===== src/sv/greedy_point_clustering_core_macros.svh =====
// Assertion macros shared by the clustering core.
`ifndef GREEDY_POINT_CLUSTERING_CORE_MACROS_SVH
`define GREEDY_POINT_CLUSTERING_CORE_MACROS_SVH

// Same-cycle implication, disabled while reset is low.
`define GPC_ASSERT_NOW(label, clk, rst_n, ante, cons) \
  label: assert property (@(posedge clk) disable iff (!rst_n) (ante) |-> (cons)) \
    else $error("gpc assertion failed");

// Next-cycle implication, disabled while reset is low.
`define GPC_ASSERT_NEXT(label, clk, rst_n, ante, cons) \
  label: assert property (@(posedge clk) disable iff (!rst_n) (ante) |=> (cons)) \
    else $error("gpc assertion failed");

`endif


===== src/sv/gpc_ram.sv =====
// Generic single-write, single-read RAM with registered read data.
module gpc_ram #(
  parameter int WIDTH = 32,
  parameter int DEPTH = 64,
  parameter int ADDR_W = (DEPTH > 1) ? $clog2(DEPTH) : 1
) (
  input  logic              clk,
  input  logic              we,
  input  logic [ADDR_W-1:0] waddr,
  input  logic [WIDTH-1:0]  wdata,
  input  logic [ADDR_W-1:0] raddr,
  output logic [WIDTH-1:0]  rdata
);

  logic [WIDTH-1:0] mem [DEPTH];
  logic [WIDTH-1:0] rdata_r;

  always_ff @(posedge clk) begin
    if (we) begin
      mem[waddr] <= wdata;
    end
    rdata_r <= mem[raddr];
  end

  assign rdata = rdata_r;

endmodule


===== config.mk =====
export PLATFORM = sky130hd
export DESIGN_NAME = gpc_ram
export DESIGN_NICKNAME = d
export VERILOG_FILES = /design/src/sv/greedy_point_clustering_core_macros.svh /design/src/sv/gpc_ram.sv
export SDC_FILE = /design/constraint.sdc
export NUM_CORES = 2
export LEC_CHECK = 0
export ABC_AREA = 1
export BUFFER_PORTS_ARGS = -buffer_cell sky130_fd_sc_hd__buf_2
export CORE_UTILIZATION = 45
export DETAILED_ROUTE_END_ITERATION = 8
export MAX_ROUTING_LAYER = met4
export PLACE_DENSITY = 0.6
export SYNTH_ARGS = -nofsm -noshare
export SYNTH_HDL_FRONTEND = slang
export SYNTH_SLANG_ARGS = --single-unit

===== constraint.sdc =====
create_clock -name clk -period 5.9 [get_ports clk]
set_input_delay 0.885 -clock clk [delete_from_list [all_inputs] [get_ports clk]]
set_output_delay 0.885 -clock clk [all_outputs]
set_load 0.005 [all_outputs]

==> run_results.csv <==
group,metric,value,unit
outcome,status,"finished, final reports clean",
clock_tree,cts_tree,"built",
clock_tree,cts_hold_buf,0,
flow_run,cap_violations,0,
route,drtPass1Iterations,6,
route,routed_wl,238000,um
synth,yosys_warnings,0,
sta,tightest_slew,1.27,ns
grt,grt_pass1_vias,50100,
sta,max_freq,0.301,GHz
sta,finalSetupViolCount,0,
synth,syn_nets,6815,
worst_setup_path,cp-end-kind,"flip-flop",
synth,synth_seq_cells,2080,
clock_tree,cts-resized-gates,0,
sta,fin_worst_skew,0.0223,ns
die,core,183000,um2
clock_tree,cts-root-buf,"clkbuf_16",
placement,dpl-instance-area,85800,um2
clock_tree,cts_buffers,205,
clock_tree,cts_sinks,2080,
worst_setup_path,path_max_fanout,132,
layout,fin_util,50.4,%
route,drc,0,
layout,layout-drive-gt1-share,7.88,%
route,drt_first_iter_violations,6941,
synth,syn_inst,6769,
pwr,vdd_drop_max,0.269,mV
clock_tree,clockBufferDepth,3,
layout,area_delta_synth_final,11.4,%
route,drtAntennaViolNets,0,
sta,slew_headroom,15.1,%
clock_tree,htree_num_levels,4,
die,num_rows,157,
synth,synth-edff-count,2048,
grt,grt_pass1_wl,345000,um
layout,fin_area,92200,um2
sta,final_max_slew_viol_count,0,
placement,hpwl,124000,um
worst_setup_path,crit_required,6.64,ns
grt,antenna_found_initial,17,
synth,dominantRegCellSynth,"edfxtp_1",
worst_setup_path,worst_path_max_delay_cell,"buf_4",
sta,setup_tns,0,ns
worst_setup_path,startpoint_type,"primary input",
clock_tree,postCtsSetupRepairBufs,0,
sta,period_minus_slack,3.32,ns
grt,grt_start_max_net_pins,171,
route,wire_per_inst,25.3,um
die,initial_utilization,45.2,%
worst_setup_path,path_cells,"buf_8 > buf_12 > buf_4 > nand2_1 > nand3_1 > nand3_1 > nand3_1 > nand3_1 > nand2_1 > nand2_1 > nand2_1",
synth,netlist_area,82700,um2
die,die_height,431,um
synth,ys_types,16,
pwr,p_leak,32.1,nW
synth,synthArstFlopShare,0,%
worst_setup_path,cpPeakStageDelay,0.68,ns
clock_tree,clock_latency,0.82,ns
worst_setup_path,critical_path_class,"in2reg",
die,ioPinCount,78,
die,die_area,186000,um2
grt,grt-ovfl-total,0,
route,viasPerCell,5.69,
placement,gp_routability_congestion,0.871,
clock_tree,clkTransAtPathRegs,0.06,ns
route,vias,53400,
placement,io_buffers,77,
hold_path,min_path_type,"in2reg",
sta,rsz0062_at_grt,"false",
pwr,power.density,334,nW/um2
sta,period_share,56.3,%
sta,hold_viol,0,
die,die_w,431,um
synth,yosysSeqAreaShare,75.1,%
grt,gr-usage-all-layers,26.1,%
layout,nNetsFinal,6788,
worst_setup_path,arrival,4.07,ns
synth,syn_avg_cell_area,12.2,um2
## where the power goes
group          switching, mW  internal (mW)  leakage, nW  total [mW]
Combinational           1.47          0.434         10.3        1.90
Clock                   5.46           7.00         3.07        12.5
Sequential            0.0842           16.4         18.7        16.4
## state kept, by name, summed over array words and instances, names as in the netlist
signal / flops
rdata: 32
mem: 2048
## worst max-delay path: cells and delay by family
| kind | cells | cell delay [ns] |
|---|---|---|
| simple gates | 8 | 1.50 |
| buf+inv | 3 | 1.51 |
## stage by stage
| step | hold slack [ns] | worst slack [ns] | instances | power, mW |
|---|---|---|---|---|
| 5_1_grt | 0.685 | 2.37 | 9383 | 31.6 |
| 4_1_cts | 0.668 | 2.59 | 9377 | 30.9 |
| 2_1_floorplan | 0.721 | 0.885 | 6769 | 17.7 |
| 3_3_place_gp | 0.778 | 1.79 | 8997 | 18.6 |
| 6_report | 0.706 | 2.58 | 9384 | 30.8 |
| 3_5_place_dp | 0.800 | 1.76 | 8999 | 18.6 |
## synthesized netlist by cell type (3+ instances only)
cell type,count,share of area [%]
nand2_1,2248,10
clkbuf_1,77,0.35
nor2_1,56,0.25
buf_6,3,0.041
nor4_1,8,0.060
dfxtp_1,32,0.77
buf_1,40,0.18
nand4_1,9,0.068
nand3_1,1907,12
buf_4,45,0.41
inv_1,9,0.041
edfxtp_1,2048,74
buf_2,282,1.7
## area by class of cell
| class | count | area [um2] |
|---|---|---|
| inverters | 12 | 81.3 |
| clock inverters | 96 | 686 |
| multi-input cells | 4228 | 18800 |
| diodes | 7 | 17.5 |
| repair buffers | 215 | 1770 |
| well taps | 2464 | 3080 |
| flip-flops and latches | 2080 | 62100 |
| fillers | 15700 | 90700 |
| clock buffers | 282 | 5610 |
## logic make-up after synthesis
group / share of synthesized area, %
simple gates: 22.1
buf+inv: 2.78
flops: 75.1
## placed cells by master (no fill, tap or decap), types with 2 or more instances in the layout
cell and instances:
buf_12 24, buf_2 68, buf_4 119, buf_8 3, bufinv_16 9, clkbuf_1 66
clkbuf_16 212, clkbuf_8 4, clkinv_1 51, clkinv_2 29, dfxtp_1 32, diode_2 7
edfxtp_1 2048, inv_1 7, inv_16 2, inv_6 5, inv_8 2, nand2_1 2248
nand3_1 1907, nand4_1 9, nor2_4 56, nor4_2 8
## final timing paths
path                                  start         end  slack, ns  depth (start not counted)
worst min-delay path              wdata[24]  mem[3][24]       0.71                          1
worst max-delay path               raddr[0]   rdata[28]       2.58                         11
worst max register to register  mem[45][22]   rdata[22]       4.01                          8
worst min register to register  mem[26][23]   rdata[23]       0.81                          8
## metal layers
| metal | wire length, um | part of all wire (%) | track usage [%] |
|---|---|---|---|
| met1 | 95200 | 40 | 34.4 |
| met2 | 114000 | 48 | 40.8 |
| met3 | 18000 | 7.6 | 3.50 |
| met4 | 10600 | 4.5 | 11.2 |
| met5 | 0 | 0 | - |
(Power assumes the default switching activity.)
