===== src/sv/greedy_point_clustering_core_macros.svh =====
// Assertion macros shared by the clustering core.
`ifndef GREEDY_POINT_CLUSTERING_CORE_MACROS_SVH
`define GREEDY_POINT_CLUSTERING_CORE_MACROS_SVH

// Same-cycle implication, disabled while reset is low.
`define GPC_ASSERT_NOW(label, clk, rst_n, ante, cons) \
  label: assert property (@(posedge clk) disable iff (!rst_n) (ante) |-> (cons)) \
    else $error("gpc assertion failed");

// Next-cycle implication, disabled while reset is low.
`define GPC_ASSERT_NEXT(label, clk, rst_n, ante, cons) \
  label: assert property (@(posedge clk) disable iff (!rst_n) (ante) |=> (cons)) \
    else $error("gpc assertion failed");

`endif


===== src/sv/gpc_pkg.sv =====
// Shared constants and types for the greedy point clustering core.
package gpc_pkg;

  localparam int COORD_W        = 16;
  localparam int RADIUS_W       = 16;
  localparam int MAX_POINTS_DEF = 64;
  localparam logic [RADIUS_W-1:0] RADIUS_RESET = 16'd320;

  // Divider status toward the core.
  typedef struct packed {
    logic                      done;
    logic signed [COORD_W-1:0] quot_x;
    logic signed [COORD_W-1:0] quot_y;
  } gpc_div_res_t;

endpackage


===== src/sv/gpc_div.sv =====
// Two-lane iterative divider: signed sums by an unsigned count, truncating toward zero.
module gpc_div #(
  parameter int SUM_W = 22,
  parameter int CNT_W = 7
) (
  input  logic                    clk,
  input  logic                    rst_n,
  input  logic                    start,
  input  logic signed [SUM_W-1:0] sum_x,
  input  logic signed [SUM_W-1:0] sum_y,
  input  logic [CNT_W-1:0]        count,
  output gpc_pkg::gpc_div_res_t   res
);

  localparam int STEP_W = $clog2(SUM_W);
  localparam int CW     = gpc_pkg::COORD_W;

  logic              busy_r, busy_nxt;
  logic              done_r, done_nxt;
  logic [STEP_W-1:0] step_r, step_nxt;
  logic [SUM_W-1:0]  ax_r, ax_nxt, ay_r, ay_nxt;
  logic [CNT_W-1:0]  rx_r, rx_nxt, ry_r, ry_nxt;
  logic [CNT_W-1:0]  d_r, d_nxt;
  logic              negx_r, negx_nxt, negy_r, negy_nxt;
  logic [CNT_W:0]    shx, shy;
  logic [CW-1:0]     qx, qy;

  assign shx = {rx_r, ax_r[SUM_W-1]};
  assign shy = {ry_r, ay_r[SUM_W-1]};

  always_comb begin
    busy_nxt = busy_r;
    done_nxt = 1'b0;
    step_nxt = step_r;
    ax_nxt   = ax_r;
    ay_nxt   = ay_r;
    rx_nxt   = rx_r;
    ry_nxt   = ry_r;
    d_nxt    = d_r;
    negx_nxt = negx_r;
    negy_nxt = negy_r;
    if (start) begin
      busy_nxt = 1'b1;
      step_nxt = '0;
      negx_nxt = sum_x[SUM_W-1];
      negy_nxt = sum_y[SUM_W-1];
      ax_nxt   = sum_x[SUM_W-1] ? (~sum_x + 1'b1) : sum_x;
      ay_nxt   = sum_y[SUM_W-1] ? (~sum_y + 1'b1) : sum_y;
      rx_nxt   = '0;
      ry_nxt   = '0;
      d_nxt    = count;
    end else if (busy_r) begin
      // one quotient bit per lane per cycle
      ax_nxt = {ax_r[SUM_W-2:0], 1'b0};
      ay_nxt = {ay_r[SUM_W-2:0], 1'b0};
      if (shx >= {1'b0, d_r}) begin
        rx_nxt    = CNT_W'(shx - {1'b0, d_r});
        ax_nxt[0] = 1'b1;
      end else begin
        rx_nxt = shx[CNT_W-1:0];
      end
      if (shy >= {1'b0, d_r}) begin
        ry_nxt    = CNT_W'(shy - {1'b0, d_r});
        ay_nxt[0] = 1'b1;
      end else begin
        ry_nxt = shy[CNT_W-1:0];
      end
      step_nxt = step_r + 1'b1;
      if (step_r == STEP_W'(SUM_W - 1)) begin
        busy_nxt = 1'b0;
        done_nxt = 1'b1;
      end
    end
  end

  always_ff @(posedge clk) begin
    if (!rst_n) begin
      busy_r <= 1'b0;
      done_r <= 1'b0;
      step_r <= '0;
    end else begin
      busy_r <= busy_nxt;
      done_r <= done_nxt;
      step_r <= step_nxt;
    end
    ax_r   <= ax_nxt;
    ay_r   <= ay_nxt;
    rx_r   <= rx_nxt;
    ry_r   <= ry_nxt;
    d_r    <= d_nxt;
    negx_r <= negx_nxt;
    negy_r <= negy_nxt;
  end

  assign qx = negx_r ? (~ax_r[CW-1:0] + 1'b1) : ax_r[CW-1:0];
  assign qy = negy_r ? (~ay_r[CW-1:0] + 1'b1) : ay_r[CW-1:0];

  assign res.done   = done_r;
  assign res.quot_x = qx;
  assign res.quot_y = qy;

endmodule


===== config.mk =====
export PLATFORM = sky130hd
export DESIGN_NAME = gpc_div
export DESIGN_NICKNAME = d
export VERILOG_FILES = /design/src/sv/greedy_point_clustering_core_macros.svh /design/src/sv/gpc_pkg.sv /design/src/sv/gpc_div.sv
export SDC_FILE = /design/constraint.sdc
export NUM_CORES = 1
export LEC_CHECK = 0
export ABC_AREA = 1
export BUFFER_PORTS_ARGS = -buffer_cell sky130_fd_sc_hd__buf_2
export CAP_MARGIN = 5
export CORE_UTILIZATION = 44
export DETAILED_ROUTE_END_ITERATION = 7
export SYNTH_ARGS = -nofsm -noshare
export SYNTH_HDL_FRONTEND = slang
export SYNTH_SLANG_ARGS = --single-unit

===== constraint.sdc =====
create_clock -name clk -period 2.1 [get_ports clk]
set_input_delay 0.42 -clock clk [delete_from_list [all_inputs] [get_ports clk]]
set_output_delay 0.42 -clock clk [all_outputs]
set_load 0.01 [all_outputs]

==> summary.md <==
| Metric | Value |
|---|---|
| Asr flop ratio synth | 0% |
| Leak pwr | ~3.2 nW |
| Num CTS Buffers | 9 |
| Syn. warnings | 0 |
| GRT overflow | 0 |
| VDD IR max | between 0.3 and 0.4 mV |
| Drt total wl | between 10 and 15 mm |
| Fillers | 1,142 |
| RSZ-0062 raised after global routing | yes |
| Vias in the first global route | about 5.0k |
| Hold slack | approximately 0.25 ns |
| Initial core utilization | 45.5% |
| Sw frac | around a third |
| CTS max path bufs | 2 |
| Die area | between 10,000 and 15,000 um2 |
| Placed cells | approximately 1.0k |
| Switch Pwr | ~0.0015 W |
| Register area share after synthesis | 36.7% |
| Synth Instances | ~760 |
| Io pins | 87 |
| Critical Path AT | approximately 1.9 ns |
| CTS clk-pin slew, worst paths | around 0.06 ns |
| CTS tree | done |
| IO Port Bufs | 86 |
| Failing checks | negative setup slack |
| Req. time, crit path | around 1.7 ns |
| Power share of the combinational group | around 29% |
| Worst R2R Path Depth | 8 |
| Post-route clock period utilization | 110% |
| CP max FO | 3 |
| Largest net degree at the start of global routing | 46 |
| Clock Skew | slightly below 0.009 ns |
| Std cell rows | 40 |
| Via density | between 5 and 6 |
| Initial antenna violation count | 1 |
| FF+latch area | about 2000 um2 |
| Clock Latency Late Sink | approximately 0.34 ns |
| GPL Wtd Cong | about 0.9 |
| Mapped Nets | ~840 |
| Area occupied by multi-input gates | ~3200 um2 |
| GRT Util Overall | about 23% |
| Critical Path Start Type | flop |
| FMAX | roughly 0.43 GHz |
| CTS Sinks | 74 |
| Remaining DRCs | 0 |
| Total power | 0.00469 W |
| Die H | between 100 and 150 um |
| Final setup viols | 18 |
| Total number of vias | about 5.3k |
| Flop pwr share | 39.0% |
| Core footprint | between 10,000 and 15,000 um2 |
| Power per Cell Area | around 690 nW/um2 |
| Fin util | 56.5% |
| Post-synth EDFFs | 53 |
| P_int | roughly 0.0032 W |
| Worst Setup Path Type | reg -> out |
| Yosys reg bits | between 70 and 80 |
| Syn avg cell area | around 7.2 um2 |
| Crit path max-delay family | simple AND/OR/NAND/NOR gates |
| Syn-to-layout area delta | 24.2% |
| Post-place setup slack | approximately 0.024 ns |
| Worst path cell trace | inv_2 -> ha_4 -> nand2_4 -> nor3_4 -> nand3_2 -> nand2_4 -> nand2_2 -> xor2_1 -> buf_2 |
| Share of cells above drive strength 1 | 22.4% |
| Clock share of power | between 30% and 40% |
| Detail Route Antenna Nets | 0 |
| Top cell by count, worst path | nand2_4 |
| Mapped Area | approximately 5500 um2 |
| Slew Viols, Final | 0 |
| Primary FF master, synth | edfxtp_1 |
| Routed len/inst | around 14 um |
| Final #Nets | between 900 and 1k |
| Root Buffer | clkbuf_16 |
| Cell count of the worst hold path | 1 |
| Reg-to-reg setup timing slack | 0.13 ns |
| CP max-delay cell | edfxtp_1 |
| WP depth | 9 |
| Minimum clock period | around 2.3 ns |
| Non-Filler Instances | approximately 1.0k |
| Setup ws final | -0.205 ns |
| WP buf/inv | 2 |
| Final hold vios | 0 |
| Outcome | finished, violations left |
| Hold/Removal Path Class | in -> reg |
| Synth unique cells | 33 |
| Die X | ~110 um |
| Max H-tree Level | 3 |
| Slew margin rel. | between 30 and 40% |
| Router iterations before antenna repair | 4 |
| DP HPWL | roughly 10 mm |
| Max Cap Viol | 0 |
| Initial detailed-routing violation count | around 250 |
| Worst slew pin tran | between 0.9 and 1 ns |
| CP max stage delay | between 0.4 and 0.5 ns |
| Worst setup EP type | primary output |
| Wire length of the first global-routing pass | between 20 and 25 mm |
[synthesized netlist by cell type (6+ instances only)]
cell type  count  share of area (%)
nand3_1       91                8.3
edfxtp_1      53                 29
ha_1          20                4.6
inv_1        108                7.4
o21ai_2        6               0.96
a31oi_1        7               0.80
a21oi_1       10               0.91
o21ai_0       59                5.4
nor3_1        14                1.3
clkbuf_1      10               0.68
buf_2          8               0.73
dfxtp_1       21                7.7
nand2_1      199                 14
nand4_1        9                1.0
nor2_1        58                4.0
xor2_1        34                5.4
nand3b_1       7               0.96
xnor2_1       13                2.1
[per-layer routing]
layer  share of wire, %  up-vias  GRT usage [%]
met5                  0        -              0
met4                1.4        0           7.28
met3                4.7       15           3.83
met2                 47      123           37.7
met1                 47     2436           30.2
li1                   -     2723              -
[sequential cells by signal (all words and copies together) (netlist names)]
register  cells
ax_r         22
ay_r         22
busy_r        1
d_r           7
done_r        1
negx_r        1
negy_r        1
rx_r          7
ry_r          7
step_r        5
[final timing paths]
kind / start / endpoint
min: count[2] / d_r[2]$_DFFE_PP_
max: ay_r[0]$_DFFE_PP_ / res[14]
max reg2reg: d_r[3]$_DFFE_PP_ / ax_r[0]$_DFFE_PP_
min reg2reg: step_r[4]$_SDFFE_PP0P_ / step_r[4]$_SDFFE_PP0P_
[power groups by stage]
stage	Combinational [W]	Sequential, W	Clock [W]
floorplan	0.000824	0.00183	0
global placement	0.00121	0.00185	0
detailed placement	0.00123	0.00186	0
CTS	0.00133	0.00183	0.00152
global route	0.00153	0.00185	0.00156
finish	0.00138	0.00183	0.00148
[stage by stage]
stage | setup TNS [ns] | cell area [um2]
4_1_cts | -1.44 | 6710
3_5_place_dp | 0 | 6180
6_report | -1.86 | 6810
3_3_place_gp | 0 | 6180
2_1_floorplan | 0 | 5490
5_1_grt | -3.42 | 6810
[cell usage in the layout (no fill, tap or decap), types with 2 or more instances in the layout]
| cell | n |
|---|---|
| xnor2_1 | 11 |
| nor3_4 | 4 |
| nand3b_1 | 7 |
| clkbuf_1 | 2 |
| ha_1 | 18 |
| nand4_1 | 9 |
| a21oi_2 | 4 |
| nand2_2 | 6 |
| o21ai_4 | 3 |
| nand2_1 | 190 |
| nor3_2 | 3 |
| o211ai_1 | 2 |
| dfxtp_1 | 21 |
| nand3_2 | 3 |
| nor2_4 | 2 |
| buf_4 | 32 |
| o21ai_0 | 54 |
| fa_1 | 2 |
| a31oi_1 | 6 |
| clkbuf_16 | 10 |
| o21ai_2 | 10 |
| inv_1 | 96 |
| a21oi_1 | 10 |
| nor2_1 | 57 |
| o21ai_1 | 3 |
| nor3_1 | 11 |
| inv_2 | 12 |
| buf_12 | 2 |
| buf_2 | 86 |
| xnor2_2 | 2 |
| xor2_1 | 34 |
| nand2_4 | 5 |
| ha_4 | 2 |
| edfxtp_1 | 53 |
| nand3_1 | 88 |
| clkinv_2 | 2 |
| o31ai_1 | 2 |
[layout make-up]
| cell class | count | share of cell area [%] |
|---|---|---|
| Tap cell | 168 | 3.08 |
| Antenna cell | 1 | 0.0367 |
| Timing Repair Buffer | 121 | 10.6 |
| Inverter | 108 | 5.95 |
| Clock inverter | 4 | 0.386 |
| Multi-Input combinational cell | 556 | 46.6 |
| Sequential cell | 74 | 29.5 |
| Clock buffer | 12 | 3.78 |
[what timing repair did]
item	4_1_cts	5_1_grt
setup buffers	10	6
resized for setup	50	10
endpoints found under the setup margin	17	19
hold buffers	0	0
pin swaps	27	12
[logic make-up (layout without fill, tap and decap cells)]
kind of cell	Yosys count	in the layout	share of synthesized area, %
AND/OR/NAND/NOR	390	390	31.3
buffers and inverters	129	245	9.21
AO/OA/AOI/OAI	97	97	9.99
flip-flops	74	74	36.7
XOR/XNOR	47	47	7.50
adder cells (fa/ha/maj)	22	22	5.29
other	0	1	0
Note: power is estimated with default switching activity, not from simulation.
